--- src/hdl/pba_pkg.sv ---
// ----------------------------------------------------------------------------
// Paged bump allocator package
// Shared widths, codes and request/response types for the allocator.
// ----------------------------------------------------------------------------
package pba_pkg;

    // Field widths of the request and response.
    localparam int SIZE_W   = 25;
    localparam int ALIGN_W  = 5;
    localparam int PIDX_W   = 6;
    localparam int OFF_W    = 24;

    // Rounding works on values up to 2^31, sums up to 2^32.
    localparam int RND_W    = 33;
    localparam int SUM_W    = 34;

    // Configuration port.
    localparam int APB_DW   = 32;
    localparam int APB_AW   = 3;

    // Defaults.
    localparam int MAX_PAGES_DEF = 64;
    localparam logic [SIZE_W-1:0] PAGE_SIZE_RST = SIZE_W'(2097152);

    // Register indexes.
    localparam logic REG_PAGE_SIZE = 1'b0;

    // Request actions.
    typedef enum logic {
        ACT_ALLOC   = 1'b0,
        ACT_RELEASE = 1'b1
    } t_action;

    // Response status codes.
    typedef enum logic [1:0] {
        ST_OK        = 2'd0,
        ST_TOO_LARGE = 2'd1,
        ST_NO_FIT    = 2'd2,
        ST_EXHAUSTED = 2'd3
    } t_status;

    typedef struct packed {
        logic               action;
        logic [SIZE_W-1:0]  alloc_size;
        logic [ALIGN_W-1:0] align_log2;
    } t_req;

    typedef struct packed {
        t_status            status;
        logic [PIDX_W-1:0]  page_index;
        logic [OFF_W-1:0]   chunk_offset;
        logic               page_created;
    } t_rsp;

endpackage

--- src/hdl/pba_ifs.sv ---
// ----------------------------------------------------------------------------
// Paged bump allocator channels
// Valid/ready request and response channels of the allocator.
// ----------------------------------------------------------------------------
interface pba_req_if;
    logic                         valid;
    logic                         ready;
    logic                         action;
    logic [pba_pkg::SIZE_W-1:0]   alloc_size;
    logic [pba_pkg::ALIGN_W-1:0]  align_log2;

    modport source (output valid, action, alloc_size, align_log2, input ready);
    modport sink   (input valid, action, alloc_size, align_log2, output ready);
endinterface

interface pba_rsp_if;
    logic                        valid;
    logic                        ready;
    pba_pkg::t_status            status;
    logic [pba_pkg::PIDX_W-1:0]  page_index;
    logic [pba_pkg::OFF_W-1:0]   chunk_offset;
    logic                        page_created;

    modport source (output valid, status, page_index, chunk_offset, page_created,
                    input ready);
    modport sink   (input valid, status, page_index, chunk_offset, page_created,
                    output ready);
endinterface

--- src/hdl/pba_cfg.sv ---
// ----------------------------------------------------------------------------
// Paged bump allocator configuration registers
// APB-style register file holding the page size.
// ----------------------------------------------------------------------------
module pba_cfg (
    input  logic                         i_clk,
    input  logic                         i_rst_n,
    input  logic                         psel,
    input  logic                         penable,
    input  logic                         pwrite,
    input  logic [pba_pkg::APB_AW-1:0]   paddr,
    input  logic [pba_pkg::APB_DW-1:0]   pwdata,
    output logic [pba_pkg::APB_DW-1:0]   prdata,
    output logic                         pready,
    output logic [pba_pkg::SIZE_W-1:0]   o_page_size
);

    logic                         w_reg_idx;
    logic                         w_wr;
    logic [pba_pkg::SIZE_W-1:0]   r_page_size;

    // Registers sit on 4-byte boundaries.
    assign w_reg_idx = paddr[2];
    assign w_wr      = psel && penable && pwrite;
    assign pready    = 1'b1;

    // Page size register.
    always_ff @(posedge i_clk) begin
        if (!i_rst_n) begin
            r_page_size <= pba_pkg::PAGE_SIZE_RST;
        end else if (w_wr && (w_reg_idx == pba_pkg::REG_PAGE_SIZE)) begin
            r_page_size <= pwdata[pba_pkg::SIZE_W-1:0];
        end
    end

    // Read back.
    always_comb begin
        prdata = '0;
        if (w_reg_idx == pba_pkg::REG_PAGE_SIZE) begin
            prdata = pba_pkg::APB_DW'(r_page_size);
        end
    end

    assign o_page_size = r_page_size;

endmodule

--- src/hdl/pba_core.sv ---
// ----------------------------------------------------------------------------
// Paged bump allocator core
// Allocation state and the single-pass round, fit and page-advance logic.
// ----------------------------------------------------------------------------
module pba_core #(
    parameter int MAX_PAGES = pba_pkg::MAX_PAGES_DEF
) (
    input  logic                        i_clk,
    input  logic                        i_rst_n,
    input  logic                        i_fire,
    input  pba_pkg::t_req               i_req,
    input  logic [pba_pkg::SIZE_W-1:0]  i_page_size,
    output pba_pkg::t_rsp               o_rsp
);

    localparam int CNT_W = $clog2(MAX_PAGES + 1);
    localparam int IDX_W = (CNT_W > pba_pkg::PIDX_W) ? CNT_W : pba_pkg::PIDX_W;
    localparam int RND_W = pba_pkg::RND_W;
    localparam int SUM_W = pba_pkg::SUM_W;

    logic [CNT_W-1:0]           r_pool_cnt, n_pool_cnt;
    logic [CNT_W-1:0]           r_in_use,   n_in_use;
    logic [pba_pkg::SIZE_W-1:0] r_page_off, n_page_off;

    logic [RND_W-1:0]           w_mask;
    logic [RND_W-1:0]           w_asize;
    logic [RND_W-1:0]           w_aoff;
    logic [SUM_W-1:0]           w_end;
    logic                       w_too_large;
    logic                       w_need_page;
    logic                       w_asize_big;
    logic [IDX_W-1:0]           w_idx;

    // Round the current offset and the size up to the alignment.
    always_comb begin
        w_mask  = (RND_W'(1) << i_req.align_log2) - RND_W'(1);
        w_asize = (RND_W'(i_req.alloc_size) + w_mask) & ~w_mask;
        w_aoff  = (RND_W'(r_page_off) + w_mask) & ~w_mask;
        w_end   = SUM_W'(w_aoff) + SUM_W'(w_asize);
    end

    assign w_too_large = i_req.alloc_size > i_page_size;
    assign w_asize_big = w_asize > RND_W'(i_page_size);
    assign w_need_page = (r_in_use == '0) || (w_end > SUM_W'(i_page_size));

    // Page index of the current page after this request.
    assign w_idx = IDX_W'(n_in_use) - IDX_W'(1);

    // Decide the response and the next state.
    always_comb begin
        n_pool_cnt = r_pool_cnt;
        n_in_use   = r_in_use;
        n_page_off = r_page_off;
        o_rsp      = '0;
        o_rsp.status = pba_pkg::ST_OK;
        if (i_req.action == pba_pkg::ACT_RELEASE) begin
            n_in_use   = '0;
            n_page_off = '0;
        end else if (w_too_large) begin
            o_rsp.status = pba_pkg::ST_TOO_LARGE;
        end else if (!w_need_page) begin
            o_rsp.page_index   = w_idx[pba_pkg::PIDX_W-1:0];
            o_rsp.chunk_offset = w_aoff[pba_pkg::OFF_W-1:0];
            n_page_off         = w_end[pba_pkg::SIZE_W-1:0];
        end else if ((r_in_use >= r_pool_cnt) &&
                     (r_pool_cnt >= CNT_W'(MAX_PAGES))) begin
            o_rsp.status = pba_pkg::ST_EXHAUSTED;
        end else begin
            // Take the next pooled page, or grow the pool by one.
            n_in_use = r_in_use + CNT_W'(1);
            if (r_in_use >= r_pool_cnt) begin
                n_pool_cnt         = r_pool_cnt + CNT_W'(1);
                o_rsp.page_created = 1'b1;
            end
            if (w_asize_big) begin
                o_rsp.status = pba_pkg::ST_NO_FIT;
                n_page_off   = '0;
            end else begin
                o_rsp.page_index = w_idx[pba_pkg::PIDX_W-1:0];
                n_page_off       = w_asize[pba_pkg::SIZE_W-1:0];
            end
        end
    end

    // Allocation state.
    always_ff @(posedge i_clk) begin
        if (!i_rst_n) begin
            r_pool_cnt <= '0;
            r_in_use   <= '0;
            r_page_off <= '0;
        end else if (i_fire) begin
            r_pool_cnt <= n_pool_cnt;
            r_in_use   <= n_in_use;
            r_page_off <= n_page_off;
        end
    end

endmodule

--- src/hdl/paged_bump_allocator.sv ---
// ----------------------------------------------------------------------------
// Paged bump allocator
// Serves aligned chunks from a pool of fixed-size pages.
// ----------------------------------------------------------------------------
// Usage: requests arrive on i_req (valid/ready). An allocate request returns
// the page index and aligned offset of a chunk; a release request frees all
// pages while the pool keeps them for reuse in order. Every request yields
// exactly one response on o_rsp, in order.
// Flow: a request accepted into the input register is processed by one pass
// of round-up, fit and page-advance logic, and its response is loaded into
// the response register once the output is free, then held on o_rsp until taken.
// Throughput: one request per cycle while o_rsp is taken; the single-pass
// allocation logic and its state registers update once per request.
// Reset: pool, pages in use and bump offset clear; page size returns to
// 2 MiB. When the receiver stalls, the response register holds and the
// input register fills; i_req.ready then drops until o_rsp is taken.
// The page size is set through the APB port at byte address 0.
// ----------------------------------------------------------------------------
module paged_bump_allocator #(
    parameter int MAX_PAGES = pba_pkg::MAX_PAGES_DEF
) (
    input  logic                        i_clk,
    input  logic                        i_rst_n,
    pba_req_if.sink                     i_req,
    pba_rsp_if.source                   o_rsp,
    input  logic                        psel,
    input  logic                        penable,
    input  logic                        pwrite,
    input  logic [pba_pkg::APB_AW-1:0]  paddr,
    input  logic [pba_pkg::APB_DW-1:0]  pwdata,
    output logic [pba_pkg::APB_DW-1:0]  prdata,
    output logic                        pready
);

    logic                        r_in_vld;
    pba_pkg::t_req               r_in;
    logic                        r_out_vld;
    pba_pkg::t_rsp               r_out;
    logic                        w_adv;
    logic                        w_take;
    logic [pba_pkg::SIZE_W-1:0]  w_page_size;
    pba_pkg::t_rsp               w_rsp;

    pba_cfg u_cfg (
        .i_clk       (i_clk),
        .i_rst_n     (i_rst_n),
        .psel        (psel),
        .penable     (penable),
        .pwrite      (pwrite),
        .paddr       (paddr),
        .pwdata      (pwdata),
        .prdata      (prdata),
        .pready      (pready),
        .o_page_size (w_page_size)
    );

    pba_core #(
        .MAX_PAGES (MAX_PAGES)
    ) u_core (
        .i_clk       (i_clk),
        .i_rst_n     (i_rst_n),
        .i_fire      (w_adv),
        .i_req       (r_in),
        .i_page_size (w_page_size),
        .o_rsp       (w_rsp)
    );

    // Pipeline handshake: the input stage moves on when the output is free.
    assign w_adv       = r_in_vld && (!r_out_vld || o_rsp.ready);
    assign i_req.ready = !r_in_vld || w_adv;
    assign w_take      = i_req.valid && i_req.ready;

    // Input register.
    always_ff @(posedge i_clk) begin
        if (!i_rst_n) begin
            r_in_vld <= 1'b0;
        end else if (i_req.ready) begin
            r_in_vld <= i_req.valid;
        end
    end

    always_ff @(posedge i_clk) begin
        if (w_take) begin
            r_in.action     <= i_req.action;
            r_in.alloc_size <= i_req.alloc_size;
            r_in.align_log2 <= i_req.align_log2;
        end
    end

    // Response register.
    always_ff @(posedge i_clk) begin
        if (!i_rst_n) begin
            r_out_vld <= 1'b0;
        end else if (w_adv) begin
            r_out_vld <= 1'b1;
        end else if (o_rsp.ready) begin
            r_out_vld <= 1'b0;
        end
    end

    always_ff @(posedge i_clk) begin
        if (w_adv) begin
            r_out <= w_rsp;
        end
    end

    assign o_rsp.valid        = r_out_vld;
    assign o_rsp.status       = r_out.status;
    assign o_rsp.page_index   = r_out.page_index;
    assign o_rsp.chunk_offset = r_out.chunk_offset;
    assign o_rsp.page_created = r_out.page_created;

endmodule
--- src/flat_wrapper.sv ---
// flat-port wrapper written by rule: the top's interface ports become plain ports
module paged_bump_allocator_flat 
#(
    parameter int MAX_PAGES = pba_pkg::MAX_PAGES_DEF
)
  (i_clk, i_rst_n, psel, penable, pwrite, paddr, pwdata, prdata, pready, i_req_valid, i_req_action, i_req_alloc_size, i_req_align_log2, i_req_ready, o_rsp_valid, o_rsp_status, o_rsp_page_index, o_rsp_chunk_offset, o_rsp_page_created, o_rsp_ready);
  pba_req_if i_req_i ();
  pba_rsp_if o_rsp_i ();
  input  logic i_clk;
  input  logic i_rst_n;
  input  logic psel;
  input  logic penable;
  input  logic pwrite;
  input  logic [pba_pkg::APB_AW-1:0] paddr;
  input  logic [pba_pkg::APB_DW-1:0] pwdata;
  output logic [pba_pkg::APB_DW-1:0] prdata;
  output logic pready;
  input wire logic [$bits(i_req_i.valid)-1:0] i_req_valid;
  input wire logic [$bits(i_req_i.action)-1:0] i_req_action;
  input wire logic [$bits(i_req_i.alloc_size)-1:0] i_req_alloc_size;
  input wire logic [$bits(i_req_i.align_log2)-1:0] i_req_align_log2;
  output wire logic [$bits(i_req_i.ready)-1:0] i_req_ready;
  output wire logic [$bits(o_rsp_i.valid)-1:0] o_rsp_valid;
  output wire logic [$bits(o_rsp_i.status)-1:0] o_rsp_status;
  output wire logic [$bits(o_rsp_i.page_index)-1:0] o_rsp_page_index;
  output wire logic [$bits(o_rsp_i.chunk_offset)-1:0] o_rsp_chunk_offset;
  output wire logic [$bits(o_rsp_i.page_created)-1:0] o_rsp_page_created;
  input wire logic [$bits(o_rsp_i.ready)-1:0] o_rsp_ready;
  assign i_req_i.valid = i_req_valid;
  assign i_req_i.action = i_req_action;
  assign i_req_i.alloc_size = i_req_alloc_size;
  assign i_req_i.align_log2 = i_req_align_log2;
  assign i_req_ready = i_req_i.ready;
  assign o_rsp_valid = o_rsp_i.valid;
  assign o_rsp_status = o_rsp_i.status;
  assign o_rsp_page_index = o_rsp_i.page_index;
  assign o_rsp_chunk_offset = o_rsp_i.chunk_offset;
  assign o_rsp_page_created = o_rsp_i.page_created;
  assign o_rsp_i.ready = o_rsp_ready;
  paged_bump_allocator #(.MAX_PAGES(MAX_PAGES)) u_core (.i_clk(i_clk), .i_rst_n(i_rst_n), .i_req(i_req_i), .o_rsp(o_rsp_i), .psel(psel), .penable(penable), .pwrite(pwrite), .paddr(paddr), .pwdata(pwdata), .prdata(prdata), .pready(pready));
endmodule
--- config.mk ---
export PLATFORM = sky130hd
export DESIGN_NAME = paged_bump_allocator_flat
export DESIGN_NICKNAME = d
export VERILOG_FILES = /design/src/hdl/pba_pkg.sv /design/src/hdl/pba_ifs.sv /design/src/hdl/pba_cfg.sv /design/src/hdl/pba_core.sv /design/src/hdl/paged_bump_allocator.sv /design/src/flat_wrapper.sv
export SDC_FILE = /design/constraint.sdc
export NUM_CORES = 1
export LEC_CHECK = 0
export BUFFER_PORTS_ARGS = -buffer_cell sky130_fd_sc_hd__buf_2
export CAP_MARGIN = 20
export CELL_PAD_IN_SITES_DETAIL_PLACEMENT = 0
export CELL_PAD_IN_SITES_GLOBAL_PLACEMENT = 1
export CORE_MARGIN = 4
export CORE_UTILIZATION = 44
export CTS_CLUSTER_DIAMETER = 40
export DETAILED_ROUTE_END_ITERATION = 12
export PLACE_DENSITY_LB_ADDON = 0.1
export SLEW_MARGIN = 40
export SYNTH_ARGS = -nofsm -noshare
export SYNTH_HDL_FRONTEND = slang
export SYNTH_SLANG_ARGS = --single-unit
--- constraint.sdc ---
create_clock -name i_clk -period 11.9 [get_ports i_clk]
set_input_delay 0.595 -clock i_clk [delete_from_list [all_inputs] [get_ports i_clk]]
set_output_delay 0.595 -clock i_clk [all_outputs]
set_load 0.05 [all_outputs]
==> run metrics, run 1 <==
status complete, no violations; Sequential Area 3240 sq um; clock root buffer clkbuf_16; sequential group share of total power 30.5%; Filler cells 2,806; RSZ-0062 raised after global routing no; Setup Skew around 0.013 ns; required time of the critical path 12.08 ns; CP endpoint kind flip-flop; async set or reset register ratio after synthesis 0%; Synth Instances 1,463; mapped cell area about 12,000 sq um; slowest cell on the critical path or4_1; Routed wire per std cell 19.8 microns; CP max stage delay 0.52 ns; via count 11,300; TritonCTS clock tree yes; first-pass GRT wire length a little over 60,000 microns; CTS buffer count 17; Syn Area/Cell 8.47 sq um; leakage 6.02 nW; DRC Markers 0; CP max FO 21; internal reg-to-reg setup slack between 0.9 and 1 ns; post-DP HPWL 31,200 microns; Logic pwr share 32.5%; CTS Buffer Depth 2; Post-synth EDFFs 64; number of distinct library cells after synthesis between 90 and 100; Final ANT Viol Nets 0; Worst-Skew Late Latency 0.43 ns; Slew @ Worst Pin 0.723 ns; Yosys reg bits 130; nets 1,827; internal power 0.00106 W; RR Endpoint u_core.o_rsp.page_index[5]; most frequent cells in the layout 167 x ha_1, 133 x nor2_1, 127 x nand2_1, 123 x buf_2, 104 x a21oi_1; setup TNS 0 ns; I/O Buffers 123; critical path arrival 11.17 ns; critical path endpoint u_core.o_rsp.page_index[5]; vias in the first global route 10,700; R2R cell count 45; layout cells sized above 1 14.3%; max_cap viols 0; post-CTS setup buffer count 0; commonest non-fill, non-tap cell in the layout ha_1; switching power about 0.00057 W; Multi-input gate area 8600 sq um; Clk pwr share 37.0%; Initial Util between 40 and 50%; worst hold margin 0.333 ns; R2R Path Start u_core.r_in[2]; setup violators final 0; diode count 0; post_cts resized 0; floorplan core area approximately 28,000 sq um; fmax 91.0 MHz; Worst Setup Start Kind flip-flop; pwr dens ~110 nW/um^2; hold_buf cts 0; Pre-antenna DRT Iters 5; grt ovf 0; min-delay worst type in2reg; register area share after synthesis 26.2%; Slew HR roughly half; Syn-to-layout area delta 14.1%; DR vias/cell between 5 and 6; fin crit share 92.4%; Ys Warns 0; Sw Ratio 34.8%; Die X 176 microns; initial antenna violation count 0; Reg clk slew, reported paths 0.07 ns; Die Y 176 microns; largest net degree at the start of global routing 44; Sink Count 130; final WL 39,100 microns; critical path type reg2reg; worst setup path start u_core.r_in[2]; placer congestion estimate 0.924; htree depth 4; Rows 61; total track usage 25.0%; crit path time final 10.99 ns; I/O pins roughly 140; most used cell along the critical path a21oi_1; Initial DRC Count 606; die area 30,900 sq um; Slew Viols, Final 0; prevailing post-synth register cell dfxtp_1; final hold viol count 0; Max VDD drop 0.0000803 V
[sequential cells by signal (all words and copies together), names as in the netlist]
| register | count |
|---|---|
| u_core.u_core.r_in_use | 7 |
| u_core.o_rsp.page_created | 1 |
| u_core.r_in | 31 |
| u_core.o_rsp.page_index | 6 |
| u_core.o_rsp.chunk_offset | 24 |
| u_core.o_rsp.status | 2 |
| u_core.r_in_vld | 1 |
| u_core.u_cfg.o_page_size | 25 |
| u_core.u_core.r_pool_cnt | 7 |
| u_core.o_rsp.valid | 1 |
| u_core.u_core.r_page_off | 25 |
[synthesized netlist by cell type (15+ instances only)]
cell       count  area share, %
nor2_1       134            4.1
o21ai_0       52            2.1
nand4_1       33            1.7
o2bb2ai_2     20            2.4
nor3_1        36            1.5
and2_1        25            1.3
dfxtp_1       66             11
xor2_1        15            1.1
edfxtp_1      64             16
a21oi_1      104            4.2
clkbuf_1      35            1.1
ha_1         167             17
nand3_1       29            1.2
a21o_1        43            2.6
xnor2_1       43            3.0
and3_1        36            1.8
mux2i_1       31            2.5
a21boi_0      31            1.9
nand2_1      127            3.8
o21a_1        37            2.2
nor2b_1       22            1.1
inv_1         88            2.7
[critical path, delay by kind of cell (launching register included)]
kind | cells | cell delay, ns
AOI/OAI and AO/OA | 20 | 4.08
xor gates and xnor gates | 2 | 0.24
adders and majority gates | 4 | 1.18
buffers and inverters | 4 | 0.82
DFF | 1 | 0.36
muxes | 2 | 0.65
and+or+nand+nor | 13 | 3.41
[stage by stage]
| step | worst slack [ns] | utilization [%] | instances | total power (W) | instance area (sq um) |
|---|---|---|---|---|---|
| 2_1_floorplan | 2.54 | - | 1471 | 0.000891 | 12400 |
| 3_5_place_dp | 1.05 | 48.5 | 1943 | 0.00103 | 13500 |
| 6_report | 0.909 | 50.9 | 1975 | 0.00162 | 14100 |
| 3_3_place_gp | 1.14 | 48.3 | 1940 | 0.00102 | 13400 |
| 4_1_cts | 0.994 | 50.8 | 1975 | 0.00163 | 14100 |
| 5_1_grt | 0.0247 | 50.9 | 1975 | 0.00171 | 14100 |
[how the worst min path moves through the flow]
stage,start,endpoint,slack (ns),cells after the start
after floorplan,u_core.u_core.r_page_off[19],u_core.u_core.r_page_off[19],0.44,1
after global placement,u_core.u_cfg.o_page_size[15],u_core.u_cfg.o_page_size[15],0.45,2
after detailed placement,u_core.u_core.r_page_off[21],u_core.u_core.r_page_off[21],0.45,1
after CTS,i_req_alloc_size[3],u_core.r_in[8],0.32,1
after global routing,i_req_alloc_size[5],u_core.r_in[10],0.32,1
final,i_req_alloc_size[4],u_core.r_in[9],0.33,1
[layout make-up]
type	instances	area share (%)
tap	378	3.35
timing repair buffer	149	5.88
clock buffer	18	3.04
clock inverter	14	1.49
multi-input combinational	1196	60.9
sequential	130	23.0
inverter	90	2.41
[power by group through the flow]
stage / Clock (W) / Combinational, W / Sequential (W)
after detailed placement: 0 / 0.000521 / 0.000506
final: 0.000601 / 0.000528 / 0.000496
after global placement: 0 / 0.000514 / 0.000506
after global routing: 0.000628 / 0.000586 / 0.000497
after CTS: 0.000609 / 0.000525 / 0.000496
after floorplan: 0 / 0.000375 / 0.000515
[kinds of logic after synthesis]
logic type / share of synthesized area [%]
other cells: 0.0606
simple gates: 20.7
fa+ha+maj: 17.4
compound gates: 23.9
flops: 26.2
buf+inv: 4.84
mux: 2.78
xor+xnor: 4.10
[layer usage]
metal  global-route usage, %  routed length, microns  vias up
met5                       0                       0        -
met4                    8.38                    1100        0
met3                    4.58                    2320       56
met2                    39.2                   17200      309
met1                    34.8                   18500     5317
li1                        -                       -     5627
No activity file was read; power rests on OpenSTA's default activity.
==> inputs of run 2 (changes only) <==
--- a/config.mk
+++ b/config.mk
@@ -10,7 +10,7 @@
 export CELL_PAD_IN_SITES_DETAIL_PLACEMENT = 0
 export CELL_PAD_IN_SITES_GLOBAL_PLACEMENT = 1
 export CORE_MARGIN = 4
-export CORE_UTILIZATION = 44
+export CORE_UTILIZATION = 46
 export CTS_CLUSTER_DIAMETER = 40
 export DETAILED_ROUTE_END_ITERATION = 12
 export PLACE_DENSITY_LB_ADDON = 0.1
==> run metrics, run 2 (same netlist as run 1, synthesis figures left out) <==
Multi-input gate area 8610 sq um; R2R Path Start u_core.r_in[4]; GR Util met2 40.9%; most used cell along the critical path a21oi_1; CP endpoint kind flip-flop; Pre-antenna DRT Iters 5; nets 1,824; Post-DP Area 13,400 sq um; CTS Buffer Depth 2; Worst Min Path Start i_req_alloc_size[24]; leakage 5.99 nW; setup TNS 0 ns; fin crit share approximately nine tenths; TritonCTS clock tree yes; GRT Max-Usage Layer met2; Initial Util a little under half; Reg clk slew, reported paths 0.07 ns; I/O pins 141; DR vias/cell 5.83; final hold viol count 0; critical path arrival 10.91 ns; most frequent cells in the layout 167 x ha_1, 133 x nor2_1, 127 x nand2_1, 123 x buf_2, 104 x a21oi_1; Initial DRC Count a little over 700; largest net degree at the start of global routing 44; pwr dens 111 nW/um^2; Filler cells 2,503; met1 Use GR a little over a third; grt ovf 0; floorplan core area around 26,000 sq um; hold_buf cts 0; RSZ-0062 raised after global routing no; Slew @ Worst Pin about 0.75 ns; setup violators final 0; min-delay worst type in2reg; die area 29,600 sq um; I/O Buffers 123; total track usage 25.6%; Sink Count 130; Die Y 172 microns; max reg flops 31; CTS buffer count 17; vias in the first global route 10,700; CP max FO 17; layout cells sized above 1 14.4%; initial antenna violation count 0; Final ANT Viol Nets 0; fmax 93.2 MHz; Largest Register u_core.r_in; slowest cell on the critical path or4_1; placer congestion estimate between 0.9 and 1; Worst-Skew Late Latency 0.44 ns; post-route cell area 14,000 sq um; DRC Markers 0; Syn-to-layout area delta 12.9%; number of cells on the worst hold path 1; first-pass GRT wire length 58,800 microns; Slew Viols, Final 0; via count 11,200; Worst Setup Start Kind flip-flop; R2R cell count 46; worst setup path start u_core.r_in[4]; required time of the critical path 12.07 ns; final WL 37,900 microns; Rows between 50 and 60; commonest non-fill, non-tap cell in the layout ha_1; status complete, no violations; crit path time final 10.74 ns; CP max stage delay 0.56 ns; Max VDD drop 0.0000708 V; diode count 0; max_cap viols 0; htree depth 4; met3 Use GR 4.12%; critical path type reg2reg; Die X 172 microns; Setup Skew 0.0165 ns; post-DP HPWL 30,100 microns; clock root buffer clkbuf_16; Slew HR roughly 49%; Sequential Area between 3000 and 4000 sq um; Routed wire per std cell 19.6 microns
## run 2: metrics by stage
stage	std cells	worst slack [ns]	power [W]	utilization, %	hold slack (ns)
2_1_floorplan	1471	2.54	0.000891	-	0.439
3_3_place_gp	1894	1.18	0.00101	50.8	0.451
3_5_place_dp	1894	1.04	0.00102	50.8	0.458
4_1_cts	1926	1.01	0.00156	53.0	0.317
5_1_grt	1929	0.121	0.00164	53.2	0.313
6_report	1929	1.16	0.00156	53.2	0.327
## run 2: path summary, 6_finish.rpt
check                                       to  slack (ns)
setup reg to reg    u_core.o_rsp.page_index[2]        1.16
hold reg to reg   u_core.u_cfg.o_page_size[12]        0.46
hold / removal                 u_core.r_in[29]        0.33
setup / recovery    u_core.o_rsp.page_index[2]        1.16
## run 2: worst max-delay path, delay by kind of cell, from the launching register on
family / cells / cell delay [ns]
AOI/OAI and AO/OA: 20 / 3.75
and+or+nand+nor: 14 / 3.35
adders and majority gates: 5 / 1.62
buffers and inverters: 3 / 0.58
DFF: 1 / 0.53
xor gates and xnor gates: 3 / 0.43
muxes: 1 / 0.20
## run 2: where the power goes
part           switching [W]  leakage [nW]  total, W  internal [W]
sequential         0.0000111          1.17  0.000496      0.000484
combinational       0.000323          4.54  0.000524      0.000201
clock               0.000254         0.292  0.000536      0.000282
## run 2: layout make-up
type | count | share of cell area (%)
clock buffer | 17 | 3.04
multi-input combinational | 1196 | 61.6
inverter | 90 | 2.42
clock inverter | 15 | 1.12
timing repair buffer | 146 | 5.64
tap | 335 | 3.00
sequential | 130 | 23.2
## run 2: timing repair
action,4_1_cts,5_1_grt
buffers inserted,0,3
gates resized for setup,0,3
setup endpoints to repair,0,5
## run 2: metal layers
layer	up-vias	share of wire (%)
li1	5614	-
met1	5313	47
met2	280	45
met3	42	5.2
met4	0	1.9
met5	-	0
